### src/rtl/tos_pkg.sv
// Shared types and constants of the target offset smoother.
// Used by tos_front, tos_back and the top level; depends on nothing else.
package tos_pkg;

	localparam int BOX_W       = 16;
	localparam int ALPHA_W     = 16;
	localparam int OUT_W       = 11;
	localparam int CFG_INDEX_W = 3;
	localparam int CFG_DATA_W  = 16;

	localparam int THOUSAND  = 1000;
	localparam int OUT_LIMIT = 1000;

	localparam logic [CFG_INDEX_W-1:0] REG_ALPHA_BASE  = 3'd0;
	localparam logic [CFG_INDEX_W-1:0] REG_ORIENTATION = 3'd1;
	localparam logic [CFG_INDEX_W-1:0] REG_MIRRORED    = 3'd2;
	localparam logic [CFG_INDEX_W-1:0] REG_DIRECTION   = 3'd3;

	localparam logic [1:0] ORIENT_0   = 2'd0;
	localparam logic [1:0] ORIENT_90  = 2'd1;
	localparam logic [1:0] ORIENT_180 = 2'd2;
	localparam logic [1:0] ORIENT_270 = 2'd3;

	localparam logic [2:0] DIR_NONE  = 3'd0;
	localparam logic [2:0] DIR_FRONT = 3'd1;
	localparam logic [2:0] DIR_BACK  = 3'd2;
	localparam logic [2:0] DIR_DOWN  = 3'd3;
	localparam logic [2:0] DIR_UP    = 3'd4;

	localparam logic [ALPHA_W-1:0] ALPHA_BASE_RESET = 16'd19661;

	typedef struct packed {
		logic [ALPHA_W-1:0] alpha_base;
		logic [1:0]         orientation;
		logic               mirrored;
		logic [2:0]         direction;
	} cfg_t;

endpackage

### src/rtl/tos_fifo.sv
// Short queue between the front and back parts of the smoother.
// Generic register-based FIFO; no package dependencies.
module tos_fifo #(
	parameter int WIDTH = 41,
	parameter int DEPTH = 4
) (
	input  logic             clk,
	input  logic             arst_n,
	input  logic             push,
	input  logic [WIDTH-1:0] wdata,
	output logic             full,
	input  logic             pop,
	output logic [WIDTH-1:0] rdata,
	output logic             empty
);

	localparam int PW  = (DEPTH > 1) ? $clog2(DEPTH) : 1;
	localparam int CNW = $clog2(DEPTH + 1);

	logic [WIDTH-1:0] mem_q [DEPTH];
	logic [PW-1:0]    wr_ptr_q;
	logic [PW-1:0]    rd_ptr_q;
	logic [CNW-1:0]   count_q;
	logic             do_push;
	logic             do_pop;

	assign full    = (count_q == CNW'(DEPTH));
	assign empty   = (count_q == '0);
	assign do_push = push && !full;
	assign do_pop  = pop && !empty;
	assign rdata   = mem_q[rd_ptr_q];

	always_ff @(posedge clk) begin
		if (do_push) begin
			mem_q[wr_ptr_q] <= wdata;
		end
	end

	always_ff @(posedge clk or negedge arst_n) begin
		if (!arst_n) begin
			wr_ptr_q <= '0;
			rd_ptr_q <= '0;
			count_q  <= '0;
		end else begin
			if (do_push) begin
				wr_ptr_q <= (wr_ptr_q == PW'(DEPTH - 1)) ? '0 : wr_ptr_q + 1'b1;
			end
			if (do_pop) begin
				rd_ptr_q <= (rd_ptr_q == PW'(DEPTH - 1)) ? '0 : rd_ptr_q + 1'b1;
			end
			if (do_push && !do_pop) begin
				count_q <= count_q + 1'b1;
			end else if (do_pop && !do_push) begin
				count_q <= count_q - 1'b1;
			end
		end
	end

endmodule

### src/rtl/tos_front.sv
// Front part: takes boxes, forms the centre offsets and drops boxes for an unmounted camera.
// Depends on tos_pkg for field widths and direction codes.
module tos_front #(
	parameter int FRAC_BITS = 16
) (
	input  logic                          in_valid,
	output logic                          in_ready,
	input  logic [tos_pkg::BOX_W-1:0]     box_left,
	input  logic [tos_pkg::BOX_W-1:0]     box_top,
	input  logic [tos_pkg::BOX_W-1:0]     box_width,
	input  logic [tos_pkg::BOX_W-1:0]     box_height,
	input  logic                          skip_report,
	input  logic [2:0]                    direction,
	input  logic                          q_full,
	output logic                          q_push,
	output logic signed [FRAC_BITS+3:0]   raw_x,
	output logic signed [FRAC_BITS+3:0]   raw_y,
	output logic                          raw_skip
);

	localparam int SW = FRAC_BITS + 4;
	localparam int CW = (SW > 20) ? SW : 20;
	localparam logic signed [CW-1:0] SAT_HI = CW'((64'sd1 <<< (FRAC_BITS + 3)) - 64'sd1);
	localparam logic signed [CW-1:0] SAT_LO = -SAT_HI - CW'(1);

	logic [tos_pkg::BOX_W-1:0] box_pos [2];
	logic [tos_pkg::BOX_W-1:0] box_size [2];
	logic signed [SW-1:0]      raw [2];
	logic                      dir_active;

	assign box_pos[0]  = box_left;
	assign box_pos[1]  = box_top;
	assign box_size[0] = box_width;
	assign box_size[1] = box_height;

	// Centre minus one half, in Q.17: twice the edge plus the size, minus one half.
	for (genvar a = 0; a < 2; a++) begin : g_axis
		logic signed [19:0]   c17;
		logic signed [CW-1:0] cf;

		assign c17 = $signed({3'b000, box_pos[a], 1'b0}) + $signed({4'b0000, box_size[a]})
			- 20'sd65536;

		if (FRAC_BITS >= 17) begin : g_up
			assign cf = CW'(c17) <<< (FRAC_BITS - 17);
		end else begin : g_down
			localparam logic signed [19:0] HALF = 20'(1 << (16 - FRAC_BITS));
			logic signed [19:0] biased;
			assign biased = c17 + HALF;
			assign cf     = CW'(biased >>> (17 - FRAC_BITS));
		end

		always_comb begin
			if (cf > SAT_HI) begin
				raw[a] = SAT_HI[SW-1:0];
			end else if (cf < SAT_LO) begin
				raw[a] = SAT_LO[SW-1:0];
			end else begin
				raw[a] = cf[SW-1:0];
			end
		end
	end

	assign dir_active = (direction == tos_pkg::DIR_FRONT) || (direction == tos_pkg::DIR_BACK)
		|| (direction == tos_pkg::DIR_DOWN) || (direction == tos_pkg::DIR_UP);

	assign in_ready = !q_full;
	assign q_push   = in_valid && !q_full && dir_active;
	assign raw_x    = raw[0];
	assign raw_y    = raw[1];
	assign raw_skip = skip_report;

endmodule

### src/rtl/tos_back.sv
// Back part: adaptive smoother update, then rotation, scaling to thousandths and the output register.
// Depends on tos_pkg for the configuration struct, codes and output width.
module tos_back #(
	parameter int FRAC_BITS = 16
) (
	input  logic                                clk,
	input  logic                                arst_n,
	input  tos_pkg::cfg_t                       cfg,
	input  logic                                q_empty,
	input  logic signed [FRAC_BITS+3:0]         q_raw_x,
	input  logic signed [FRAC_BITS+3:0]         q_raw_y,
	input  logic                                q_skip,
	output logic                                q_pop,
	output logic                                out_valid,
	input  logic                                out_ready,
	output logic signed [tos_pkg::OUT_W-1:0]    offset_horizontal,
	output logic signed [tos_pkg::OUT_W-1:0]    offset_vertical
);

	localparam int SW  = FRAC_BITS + 4;
	localparam int EW  = SW + 1;
	localparam int AW  = FRAC_BITS + 5;
	localparam int PW  = 2 * FRAC_BITS + 6;
	localparam int RW  = PW - FRAC_BITS;
	localparam int UW  = FRAC_BITS + 7;
	localparam int MW  = SW + 10;
	localparam int QW  = MW - FRAC_BITS;
	localparam int ONE = 1 << FRAC_BITS;
	localparam logic [AW-1:0] ALPHA_LO = AW'((ONE + 5) / 10);
	localparam logic [AW-1:0] ALPHA_HI = AW'((8 * ONE + 5) / 10);
	localparam logic signed [PW-1:0] RND_HALF = PW'(64'sd1 <<< (FRAC_BITS - 1));
	localparam logic [MW-1:0] MILLI_HALF = MW'(64'd1 << (FRAC_BITS - 1));
	localparam logic signed [UW-1:0] SAT_HI = UW'((64'sd1 <<< (FRAC_BITS + 3)) - 64'sd1);
	localparam logic signed [UW-1:0] SAT_LO = -SAT_HI - UW'(1);

	logic                 loaded_q;
	logic signed [SW-1:0] smooth_x_q;
	logic signed [SW-1:0] smooth_y_q;
	logic                 valid_s1;
	logic                 skip_s1;
	logic                 valid_s2;
	logic signed [tos_pkg::OUT_W-1:0] hor_s2;
	logic signed [tos_pkg::OUT_W-1:0] ver_s2;

	logic                 s1_free;
	logic                 s2_free;
	logic [AW-1:0]        alpha_base_f;
	logic signed [SW-1:0] next_x;
	logic signed [SW-1:0] next_y;
	logic [FRAC_BITS-1:0] alpha;
	logic signed [EW-1:0] err [2];
	logic [SW-1:0]        err_mag [2];
	logic signed [SW-1:0] raw_v [2];
	logic signed [SW-1:0] old_v [2];
	logic signed [SW-1:0] upd_v [2];
	logic [SW-1:0]        mag_max;
	logic [AW-1:0]        alpha_sum;

	logic signed [SW-1:0] src_h;
	logic signed [SW-1:0] src_v;
	logic                 neg_h;
	logic                 neg_v;
	logic                 is_back;
	logic                 is_down;

	function automatic logic signed [tos_pkg::OUT_W-1:0] to_milli(
		input logic signed [SW-1:0] d,
		input logic                 neg
	);
		logic [SW-1:0]              mag;
		logic [MW-1:0]              prod;
		logic [MW-1:0]              biased;
		logic [QW-1:0]              quo;
		logic [tos_pkg::OUT_W-1:0]  lim;
		mag    = d[SW-1] ? SW'(-d) : SW'(d);
		prod   = MW'(mag) * MW'(tos_pkg::THOUSAND);
		biased = prod + MILLI_HALF;
		quo    = biased[MW-1:FRAC_BITS];
		lim    = (quo > QW'(tos_pkg::OUT_LIMIT)) ? tos_pkg::OUT_W'(tos_pkg::OUT_LIMIT)
			: quo[tos_pkg::OUT_W-1:0];
		return (d[SW-1] ^ neg) ? -$signed(lim) : $signed(lim);
	endfunction

	assign s2_free = !valid_s2 || out_ready;
	assign s1_free = !valid_s1 || s2_free;
	assign q_pop   = !q_empty && s1_free;

	if (FRAC_BITS >= 16) begin : g_ab_up
		assign alpha_base_f = AW'(cfg.alpha_base) << (FRAC_BITS - 16);
	end else begin : g_ab_down
		assign alpha_base_f = AW'(cfg.alpha_base >> (16 - FRAC_BITS));
	end

	assign raw_v[0] = q_raw_x;
	assign raw_v[1] = q_raw_y;
	assign old_v[0] = smooth_x_q;
	assign old_v[1] = smooth_y_q;

	for (genvar a = 0; a < 2; a++) begin : g_err
		assign err[a]     = EW'(raw_v[a]) - EW'(old_v[a]);
		assign err_mag[a] = err[a][EW-1] ? SW'(-err[a]) : SW'(err[a]);
	end

	assign mag_max   = (err_mag[0] > err_mag[1]) ? err_mag[0] : err_mag[1];
	assign alpha_sum = alpha_base_f + AW'(mag_max >> 1);

	always_comb begin
		if (alpha_sum < ALPHA_LO) begin
			alpha = ALPHA_LO[FRAC_BITS-1:0];
		end else if (alpha_sum > ALPHA_HI) begin
			alpha = ALPHA_HI[FRAC_BITS-1:0];
		end else begin
			alpha = alpha_sum[FRAC_BITS-1:0];
		end
	end

	// Exponential update s + round(alpha * (raw - s)), saturated to the state width.
	for (genvar a = 0; a < 2; a++) begin : g_upd
		logic signed [PW-1:0] prod;
		logic signed [PW-1:0] biased;
		logic signed [RW-1:0] step;
		logic signed [UW-1:0] sum;

		assign prod   = $signed({1'b0, alpha}) * err[a];
		assign biased = prod + RND_HALF;
		assign step   = $signed(biased[PW-1:FRAC_BITS]);
		assign sum    = UW'(old_v[a]) + UW'(step);

		always_comb begin
			if (sum > SAT_HI) begin
				upd_v[a] = SAT_HI[SW-1:0];
			end else if (sum < SAT_LO) begin
				upd_v[a] = SAT_LO[SW-1:0];
			end else begin
				upd_v[a] = sum[SW-1:0];
			end
		end
	end

	assign next_x = loaded_q ? upd_v[0] : q_raw_x;
	assign next_y = loaded_q ? upd_v[1] : q_raw_y;

	// Stage 1 holds the smoother state; its latest value is the payload of the beat in stage 1.
	always_ff @(posedge clk or negedge arst_n) begin
		if (!arst_n) begin
			loaded_q   <= 1'b0;
			smooth_x_q <= '0;
			smooth_y_q <= '0;
			valid_s1   <= 1'b0;
		end else if (s1_free) begin
			valid_s1 <= q_pop;
			if (q_pop) begin
				loaded_q   <= 1'b1;
				smooth_x_q <= next_x;
				smooth_y_q <= next_y;
			end
		end
	end

	always_ff @(posedge clk) begin
		if (q_pop) begin
			skip_s1 <= q_skip;
		end
	end

	assign is_back = (cfg.direction == tos_pkg::DIR_BACK);
	assign is_down = (cfg.direction == tos_pkg::DIR_DOWN);

	always_comb begin
		src_h = smooth_x_q;
		src_v = smooth_y_q;
		neg_h = 1'b0;
		neg_v = 1'b0;
		unique case (cfg.orientation)
			tos_pkg::ORIENT_0: begin
				src_h = smooth_x_q;
				src_v = smooth_y_q;
			end
			tos_pkg::ORIENT_90: begin
				src_h = smooth_y_q;
				src_v = smooth_x_q;
				neg_v = 1'b1;
			end
			tos_pkg::ORIENT_180: begin
				src_h = smooth_x_q;
				src_v = smooth_y_q;
				neg_h = 1'b1;
				neg_v = 1'b1;
			end
			tos_pkg::ORIENT_270: begin
				src_h = smooth_y_q;
				src_v = smooth_x_q;
				neg_h = 1'b1;
			end
			default: begin
				src_h = smooth_x_q;
				src_v = smooth_y_q;
			end
		endcase
	end

	always_ff @(posedge clk or negedge arst_n) begin
		if (!arst_n) begin
			valid_s2 <= 1'b0;
		end else if (s2_free) begin
			valid_s2 <= valid_s1 && !skip_s1;
		end
	end

	always_ff @(posedge clk) begin
		if (s2_free && valid_s1) begin
			hor_s2 <= to_milli(src_h, neg_h ^ cfg.mirrored ^ is_back);
			ver_s2 <= to_milli(src_v, neg_v ^ is_back ^ !is_down);
		end
	end

	assign out_valid         = valid_s2;
	assign offset_horizontal = hor_s2;
	assign offset_vertical   = ver_s2;

endmodule

### src/rtl/target_offset_smoother.sv
// Top level of the target offset smoother: configuration registers, front, queue and back.
// Depends on tos_pkg, tos_front, tos_fifo and tos_back.
//
// Channel  Direction  Handshake            Beat contents
// in       input      in_valid/in_ready    box_left, box_top, box_width, box_height, skip_report
// out      output     out_valid/out_ready  offset_horizontal, offset_vertical
// cfg      input      cfg_write            cfg_index, cfg_data
//
// One box is taken every cycle unless the queue is full; results pass queue, stage 1, stage 2.
// The smoother update loop sets the rate; the queue absorbs output stalls.
// The queue holds QUEUE_DEPTH beats; input ready drops only when it is full.
// Reset clears the smoother, the queue and all valid flags at once; no clearing pass.
module target_offset_smoother #(
	parameter int FRAC_BITS   = 16,
	parameter int QUEUE_DEPTH = 4
) (
	input  logic                                clk,
	input  logic                                arst_n,
	input  logic                                in_valid,
	output logic                                in_ready,
	input  logic [tos_pkg::BOX_W-1:0]           box_left,
	input  logic [tos_pkg::BOX_W-1:0]           box_top,
	input  logic [tos_pkg::BOX_W-1:0]           box_width,
	input  logic [tos_pkg::BOX_W-1:0]           box_height,
	input  logic                                skip_report,
	output logic                                out_valid,
	input  logic                                out_ready,
	output logic signed [tos_pkg::OUT_W-1:0]    offset_horizontal,
	output logic signed [tos_pkg::OUT_W-1:0]    offset_vertical,
	input  logic                                cfg_write,
	input  logic [tos_pkg::CFG_INDEX_W-1:0]     cfg_index,
	input  logic [tos_pkg::CFG_DATA_W-1:0]      cfg_data
);

	localparam int SW = FRAC_BITS + 4;
	localparam int QW = 2 * SW + 1;

	tos_pkg::cfg_t        cfg_q;
	logic                 q_full;
	logic                 q_empty;
	logic                 q_push;
	logic                 q_pop;
	logic signed [SW-1:0] raw_x;
	logic signed [SW-1:0] raw_y;
	logic                 raw_skip;
	logic [QW-1:0]        q_rdata;

	always_ff @(posedge clk or negedge arst_n) begin
		if (!arst_n) begin
			cfg_q.alpha_base  <= tos_pkg::ALPHA_BASE_RESET;
			cfg_q.orientation <= tos_pkg::ORIENT_0;
			cfg_q.mirrored    <= 1'b0;
			cfg_q.direction   <= tos_pkg::DIR_NONE;
		end else if (cfg_write) begin
			unique case (cfg_index)
				tos_pkg::REG_ALPHA_BASE:  cfg_q.alpha_base  <= cfg_data;
				tos_pkg::REG_ORIENTATION: cfg_q.orientation <= cfg_data[1:0];
				tos_pkg::REG_MIRRORED:    cfg_q.mirrored    <= cfg_data[0];
				tos_pkg::REG_DIRECTION:   cfg_q.direction   <= cfg_data[2:0];
				default: begin
				end
			endcase
		end
	end

	tos_front #(
		.FRAC_BITS(FRAC_BITS)
	) u_front (
		.in_valid   (in_valid),
		.in_ready   (in_ready),
		.box_left   (box_left),
		.box_top    (box_top),
		.box_width  (box_width),
		.box_height (box_height),
		.skip_report(skip_report),
		.direction  (cfg_q.direction),
		.q_full     (q_full),
		.q_push     (q_push),
		.raw_x      (raw_x),
		.raw_y      (raw_y),
		.raw_skip   (raw_skip)
	);

	tos_fifo #(
		.WIDTH(QW),
		.DEPTH(QUEUE_DEPTH)
	) u_fifo (
		.clk   (clk),
		.arst_n(arst_n),
		.push  (q_push),
		.wdata ({raw_skip, raw_y, raw_x}),
		.full  (q_full),
		.pop   (q_pop),
		.rdata (q_rdata),
		.empty (q_empty)
	);

	tos_back #(
		.FRAC_BITS(FRAC_BITS)
	) u_back (
		.clk              (clk),
		.arst_n           (arst_n),
		.cfg              (cfg_q),
		.q_empty          (q_empty),
		.q_raw_x          ($signed(q_rdata[SW-1:0])),
		.q_raw_y          ($signed(q_rdata[2*SW-1:SW])),
		.q_skip           (q_rdata[QW-1]),
		.q_pop            (q_pop),
		.out_valid        (out_valid),
		.out_ready        (out_ready),
		.offset_horizontal(offset_horizontal),
		.offset_vertical  (offset_vertical)
	);

endmodule
### config.mk
export PLATFORM = sky130hd
export DESIGN_NAME = target_offset_smoother
export DESIGN_NICKNAME = d
export VERILOG_FILES = /design/src/rtl/tos_pkg.sv /design/src/rtl/tos_fifo.sv /design/src/rtl/tos_front.sv /design/src/rtl/tos_back.sv /design/src/rtl/target_offset_smoother.sv
export SDC_FILE = /design/constraint.sdc
export NUM_CORES = 2
export LEC_CHECK = 0
export BUFFER_PORTS_ARGS = -buffer_cell sky130_fd_sc_hd__buf_2
export CAP_MARGIN = 20
export CORE_ASPECT_RATIO = 0.9
export CORE_MARGIN = 5
export CORE_UTILIZATION = 65
export DETAILED_ROUTE_END_ITERATION = 10
export GPL_TIMING_DRIVEN = 0
export MAX_ROUTING_LAYER = met4
export PLACE_DENSITY = 0.91
export SLEW_MARGIN = 20
export SYNTH_ARGS = -nofsm -noshare
export SYNTH_HDL_FRONTEND = slang
export SYNTH_SLANG_ARGS = --single-unit
### constraint.sdc
create_clock -name clk -period 30.1 [get_ports clk]
set_clock_uncertainty 0.05 [all_clocks]
set_input_delay 6.02 -clock clk [delete_from_list [all_inputs] [get_ports clk]]
set_output_delay 6.02 -clock clk [all_outputs]
set_load 0.02 [all_outputs]
* Word-level counts from Yosys, hierarchy flattened *
Memory sizes are Yosys's and may differ from the RTL's.
Index checks and enable logic that the tools add are counted.

storage, ports and cells
  output and inout port bits = 24
  latch bits = 0
  ROM bits = 0
  memories kept = 1
  input port bits = 89
  bits in writable memories = 164
  bits in registers = 95

cells by class
  order comparisons = 13
  divide/modulo/power cells = 0
  equal/unequal tests = 13
  shift-type cells = 0
  add/sub/neg operators = 25
  bitwise operators = 6
  multipliers = 4
  multiplexer cells = 31
  reductions and logical operators = 35

memory list
  memory        words  bits a word  read ports  clocked after memory_dff  wr ports  RTL line        RTL
  u_fifo.mem_q  4      41           1           0                         1         tos_fifo.sv:20  logic [WIDTH-1:0] mem_q [DEPTH];

operator list
  cell                    number
  $mux 20                 15
  $neg 20->20             4
  $pmux 20 s2             2
  $add 38x17->38 const B  2
  $mul 17x21->38          2
  $add 30x16->30 const B  2
  $mul 20x7->27 const B   2
  $add 20x22->23          2
  $gt 23x20->1 const B    2
  $lt 23x20->1 const B    2
  $mux 11                 4
  $sub 20x20->21          2
  $add 20x2->20 const B   2
  $gt 19x20->1 const B    2
  $lt 19x20->1 const B    2
  $sub 20x18->20 const B  2
  $add 17x16->18          2
  $mux 16                 2
  $gt 14x10->1 const B    2
  $neg 11->11             2
  $gt 21x16->1 const B    1
  $lt 21x13->1 const B    1
  $add 16x19->20          1
  $gt 20x20->1            1
  other kinds (20)        66

* Longest topological paths before layout *
An unclocked memory read counts as a cell.

  word-level depth = 17
  depth in mapped cells = 90
  depth with buffers taken out = 82

* Hierarchy *
From an unflattened synthesis, not the netlist that was laid out.

second synthesis, totals
  cell total of the unflattened synthesis = 5765
  area total of the unflattened synthesis = 52828.2 µm²

by module, submodules not included
  module                  area each (µm²)  cells an instance  instances  seq. area each (µm²)
  tos_back                43163.9          5142               1          1766.7
  tos_fifo                6384.9           252                1          5099.9
  tos_front               2402.3           322                1          0.0
  target_offset_smoother  877.1            49                 1          560.5

* Worst setup path after synthesis *
OpenSTA, ideal clock, no wires.

  path kind = reg2reg
  start point = register u_fifo.rd_ptr_q[0]
  end point = register u_back.smooth_y_q[16]
  data required time = 29.960 ns
  buffers on the path = 10
  period minus slack after synthesis = 18.661 ns
  library setup time = 0.090 ns
  data arrival time = 18.522 ns
  stages on the path, launching flop included = 85
  slack = 11.439 ns
  cells stage by stage = dfrtp_1 -> clkbuf_1 -> buf_1 -> mux4_2 -> ha_1 -> buf_2 -> o21ai_0 -> or2_2 -> o211ai_1 -> a31oi_1 -> o31ai_1 -> a31o_2 -> clkbuf_1 -> clkbuf_1 -> nor2_1 -> xor2_1 -> ha_1 -> a21o_1 -> (+49 left out) -> xnor2_1 -> ha_1 -> a21oi_1 -> o21ai_0 -> a31o_2 -> a31o_2 -> a21o_1 -> a21o_1 -> a21o_1 -> a21o_1 -> nand2_1 -> a21oi_1 -> o41ai_1 -> xor2_1 -> or3_1 -> nand2_1 -> or4b_2 -> o2111ai_1

on the way
  word-level cells in the longest chain between the ends = 17
  elaborated cells between the ends (all ways) = 22
  classes of those cells = add/sub: 7; mul: 1; order compare: 5; mux: 8; memory: 1

ends and longest elaborated chain
  item                    RTL line         RTL
  from (decl)             tos_fifo.sv:22   logic [PW-1:0] rd_ptr_q;
  from (signal assigned)  tos_fifo.sv:49   rd_ptr_q <= (rd_ptr_q == PW'(DEPTH - 1)) ? '0 : rd_ptr_q + 1'b1;
  $mem_v2 4x41 *          n/a
  $sub 20x20->21          tos_back.sv:100  assign err[a] = EW'(raw_v[a]) - EW'(old_v[a]);
  $neg 20->20             tos_back.sv:101  assign err_mag[a] = err[a][EW-1] ? SW'(-err[a]) : SW'(err[a]);
  $mux 20                 tos_back.sv:101
  $gt 20x20->1            tos_back.sv:104  assign mag_max = (err_mag[0] > err_mag[1]) ? err_mag[0] : err_mag[1];
  $mux 20                 tos_back.sv:104
  $add 16x19->20          tos_back.sv:105  assign alpha_sum = alpha_base_f + AW'(mag_max >> 1);
  $gt 21x16->1            tos_back.sv:110  end else if (alpha_sum > ALPHA_HI) begin
  $mux 16                 tos_back.sv:110
  $mux 16                 tos_back.sv:108  if (alpha_sum < ALPHA_LO) begin
  $mul 17x21->38          tos_back.sv:124  assign prod = $signed({1'b0, alpha}) * err[a];
  $add 38x17->38          tos_back.sv:125  assign biased = prod + RND_HALF;
  $add 20x22->23          tos_back.sv:127  assign sum = UW'(old_v[a]) + UW'(step);
  $lt 23x20->1            tos_back.sv:132  end else if (sum < SAT_LO) begin
  $mux 20                 tos_back.sv:132
  $mux 20                 tos_back.sv:130  if (sum > SAT_HI) begin
  $mux 20 *               tos_back.sv:141  assign next_y = loaded_q ? upd_v[1] : q_raw_y;
  to (signal assigned)    tos_back.sv:155  smooth_y_q <= next_y;
  to (decl)               tos_back.sv:38   logic signed [SW-1:0] smooth_y_q;

Mark *: on every way between the ends. The rest lies on a longest branch, timed or not.
A chain may end at the register's enable or synchronous reset.

* Worst setup path in the final report *
  start point = register u_fifo.rd_ptr_q[0]
  end point = register u_back.smooth_x_q[13]

on the way
  word-level cells in the longest chain between the ends = 17
  elaborated cells between the ends (all ways) = 22
  classes of those cells = add/sub: 7; mul: 1; order compare: 5; mux: 8; memory: 1

ends and longest elaborated chain
  item                  RTL line         RTL
  $mem_v2 4x41 *        n/a
  $sub 20x20->21        tos_back.sv:100
  $neg 20->20           tos_back.sv:101
  $mux 20               tos_back.sv:101
  $gt 20x20->1          tos_back.sv:104
  $mux 20               tos_back.sv:104
  $add 16x19->20        tos_back.sv:105
  $gt 21x16->1          tos_back.sv:110
  $mux 16               tos_back.sv:110
  $mux 16               tos_back.sv:108
  $mul 17x21->38        tos_back.sv:124
  $add 38x17->38        tos_back.sv:125
  $add 20x22->23        tos_back.sv:127
  $lt 23x20->1          tos_back.sv:132
  $mux 20               tos_back.sv:132
  $mux 20               tos_back.sv:130
  $mux 20 *             tos_back.sv:140  assign next_x = loaded_q ? upd_v[0] : q_raw_x;
  to (signal assigned)  tos_back.sv:154  smooth_x_q <= next_x;
  to (decl)             tos_back.sv:37   logic signed [SW-1:0] smooth_x_q;

Marked as above.

==> impl_metrics.toml <==
[worst_setup_path]
setup.worst_path.end_class = "flop"
cp-start-kind = "flop"
path_class = "flop to flop"
crit_arrival_ns = 24.88
cp_num_buf_inv = 15
cp_common_cell = "a21o_1"
worst-path-max-fanout = 10
cp_slowest_cell = "a2111oi_0"
max_stage_delay_ns = 0.93
required_ns = 30.47
critical_path.top_delay_family = "compound AO/OA/AOI/OAI gates"

[routing]
drtAntennaViolNets = 0
wl_per_cell_um = 22.33
dr_total_vias = 42070
vias_per_cell = 6.150
drt_iter0_markers = 4305
drt_wl_total_um = 152700
post-route-drc-count = 0
dr.pass1.iters = 6

[logic_synthesis]
synth_area_leader_cell = "fa_1"
yosys.cell_types.count = 107
synth_edf_count = 179
yosysWarnings = 0
syn_inst = 5621
synth_ff_type = "edfxtp_1"
synth_top_cell_area_share = 0.3161
syn_area_per_cell_um2 = 9.170
ys_ff_latch = 251
ys_async_sr_fraction = 0.2869
seq_area_frac_synth = 0.1394
synth_area_leaders = "fa_1, ha_1, edfxtp_1"
synthesis.nets = 7043
netlist_area_um2 = 51550

[sta]
finalCriticalPeriod_ns = 24.51
slew_violations = 0
min_period_over_period = 0.8141
timing.hold.ws_ns = 0.4459
slew_headroom = 0.1396
hold_violations = 0
timing.setup.tns_ns = 0
finalSetupViolCount = 0
fmax_mhz = 40.81
worst_pin_slew_ns = 1.286
grt_setup_unrepaired = "no"

[global_route]
antenna_found_initial = 2
grt_pass1_wl_um = 239500
grt_use_total = 0.3681
overflow = 0
grt_max_degree = 45
grt_pass1_vias = 43970

[floorplanning]
rows = 98
start_util = 0.6518
coreArea_um2 = 79090
io_pins = 113
dieArea_um2 = 85040
dieHeight_um = 277.2
die_w_um = 306.8

[finish]
post-route-util = 0.6886
fin_area_um2 = 54460
n_fill_cell = 5797
drive_gt1_frac = 0.06133
syn2layout_area_growth_pct = 5.658
nets = 7191

[placed_design]
numPortBuffers = 112
placed_cell_area_um2 = 53610
dpl.hpwl_um = 126700
place_congestion = 1.091

[clock_network]
root_buffer = "clkbuf_16"
cts_buffers = 25
cts_tree = "yes"
ctsHoldBuffers = 0
cts.repair.resized = 0
h-tree-depth = 1
clk_latency_ns = 0.58
clk_pin_slew_worst_paths_ns = 0.07
cts_max_path_buffers = 3
clock_sinks = 251
post_cts_buffers = 0

[worst_hold_path]
hp-class = "flop to flop"

[outcome]
status = "finished clean"

[flow_run]
cap_viol_max_count = 0
cells in the mapped netlist, types with 22 or more instances:
library cell / count
or2_2: 37
mux2i_1: 39
a31oi_1: 32
and2_1: 31
o21ai_0: 131
nor2_1: 582
mux2_2: 22
a211oi_1: 25
buf_1: 23
dfrtp_1: 64
mux4_2: 39
o21bai_1: 34
nand3_1: 65
a21o_1: 86
o22ai_1: 28
and3_1: 38
a21oi_1: 214
nand2b_1: 97
nor2b_1: 40
xnor2_1: 202
o21a_1: 40
or3_1: 27
nand2_1: 339
nand4_1: 25
fa_1: 814
nor3_1: 78
ha_1: 519
edfxtp_1: 179
inv_1: 1215
clkbuf_1: 143
xor2_1: 135
cells in the final DEF, fill, tap and decap left out, types with 12 or more instances in the layout:
cell | synthesis | routed
inv_1 | 1215 | 1215
fa_1 | 814 | 814
nor2_1 | 582 | 581
ha_1 | 519 | 519
nand2_1 | 339 | 339
a21oi_1 | 214 | 214
xnor2_1 | 202 | 196
edfxtp_1 | 179 | 179
clkbuf_1 | 143 | 148
xor2_1 | 135 | 134
buf_2 | 18 | 131
o21ai_0 | 131 | 131
nand2b_1 | 97 | 97
a21o_1 | 86 | 86
nor3_1 | 78 | 75
nand3_1 | 65 | 65
dfrtp_1 | 64 | 64
nor2b_1 | 40 | 40
o21a_1 | 40 | 40
mux4_2 | 39 | 39
mux2i_1 | 39 | 39
and3_1 | 38 | 38
or2_2 | 37 | 37
o21bai_1 | 34 | 34
a31oi_1 | 32 | 32
o22ai_1 | 28 | 28
and2_1 | 31 | 27
or3_1 | 27 | 27
clkbuf_16 | 0 | 26
nand4_1 | 25 | 25
a211oi_1 | 25 | 25
buf_1 | 23 | 23
mux2_2 | 22 | 22
o211ai_1 | 18 | 18
o31ai_1 | 15 | 15
o21ai_1 | 12 | 12
flip-flops by register name (all words and copies together) (netlist names):
name,count
u_fifo.mem_q,156
cfg_q,22
u_back.smooth_x_q,20
u_back.smooth_y_q,20
u_back.offset_horizontal,11
u_back.offset_vertical,11
u_fifo.count_q,3
u_fifo.rd_ptr_q,2
u_fifo.wr_ptr_q,2
u_back.loaded_q,1
u_back.out_valid,1
u_back.skip_s1,1
u_back.valid_s1,1
final timing paths:
check	startpoint	endpoint	slack (ns)	depth (start not counted)
min in group asynchronous	arst_n	u_fifo.wr_ptr_q[0]	5.35	1
max in group asynchronous	arst_n	cfg_q[13]	24.00	2
max reg2reg	u_fifo.rd_ptr_q[0]	u_back.smooth_x_q[13]	5.59	78
min	u_fifo.count_q[2]	u_fifo.count_q[2]	0.45	1
min reg2reg	u_fifo.count_q[2]	u_fifo.count_q[2]	0.45	1
max	u_fifo.rd_ptr_q[0]	u_back.smooth_x_q[13]	5.59	78
routing by layer:
layer	routed length, um	part of all wire	GRT usage	vias to the layer above
met1	55530	0.36	0.4645	20560
met5	0	0	-	-
met3	20140	0.13	0.1037	640
li1	-	-	-	18200
met4	8275	0.054	0.1403	0
met2	68790	0.45	0.5705	2676
logic make-up after synthesis:
| logic type | count (synthesis) | synth area share |
|---|---|---|
| multiplexers | 100 | 0.02942 |
| buffers and inverters | 1400 | 0.1024 |
| XOR/XNOR | 338 | 0.05779 |
| AO/OA/AOI/OAI | 759 | 0.09826 |
| adder cells (fa/ha/maj) | 1333 | 0.4421 |
| flip-flops | 251 | 0.1394 |
| AND/OR/NAND/NOR | 1440 | 0.1306 |
per-stage QoR:
stage	setup slack [ns]	std cells
2_1_floorplan	11.44	5621
3_3_place_gp	6.991	6783
3_5_place_dp	6.570	6792
4_1_cts	6.462	6838
5_1_grt	4.357	6839
6_report	5.594	6840
final cells by class:
cell class | count | area (um^2) | share of cell area
Antenna cell | 2 | 5.005 | 0.00009189
Buffer | 184 | 713.2 | 0.01309
Clock buffer | 35 | 724.4 | 0.01330
Clock inverter | 11 | 92.59 | 0.001700
Inverter | 1216 | 4564 | 0.08381
Multi-Input combinational cell | 3970 | 39160 | 0.7191
Sequential cell | 251 | 7187 | 0.1320
Tap cell | 1050 | 1314 | 0.02412
Timing Repair Buffer | 121 | 699.4 | 0.01284
Power is left out: the tool's default activity adds up to more than one toggle a clock period on the data nets, which glitch-free logic cannot reach.
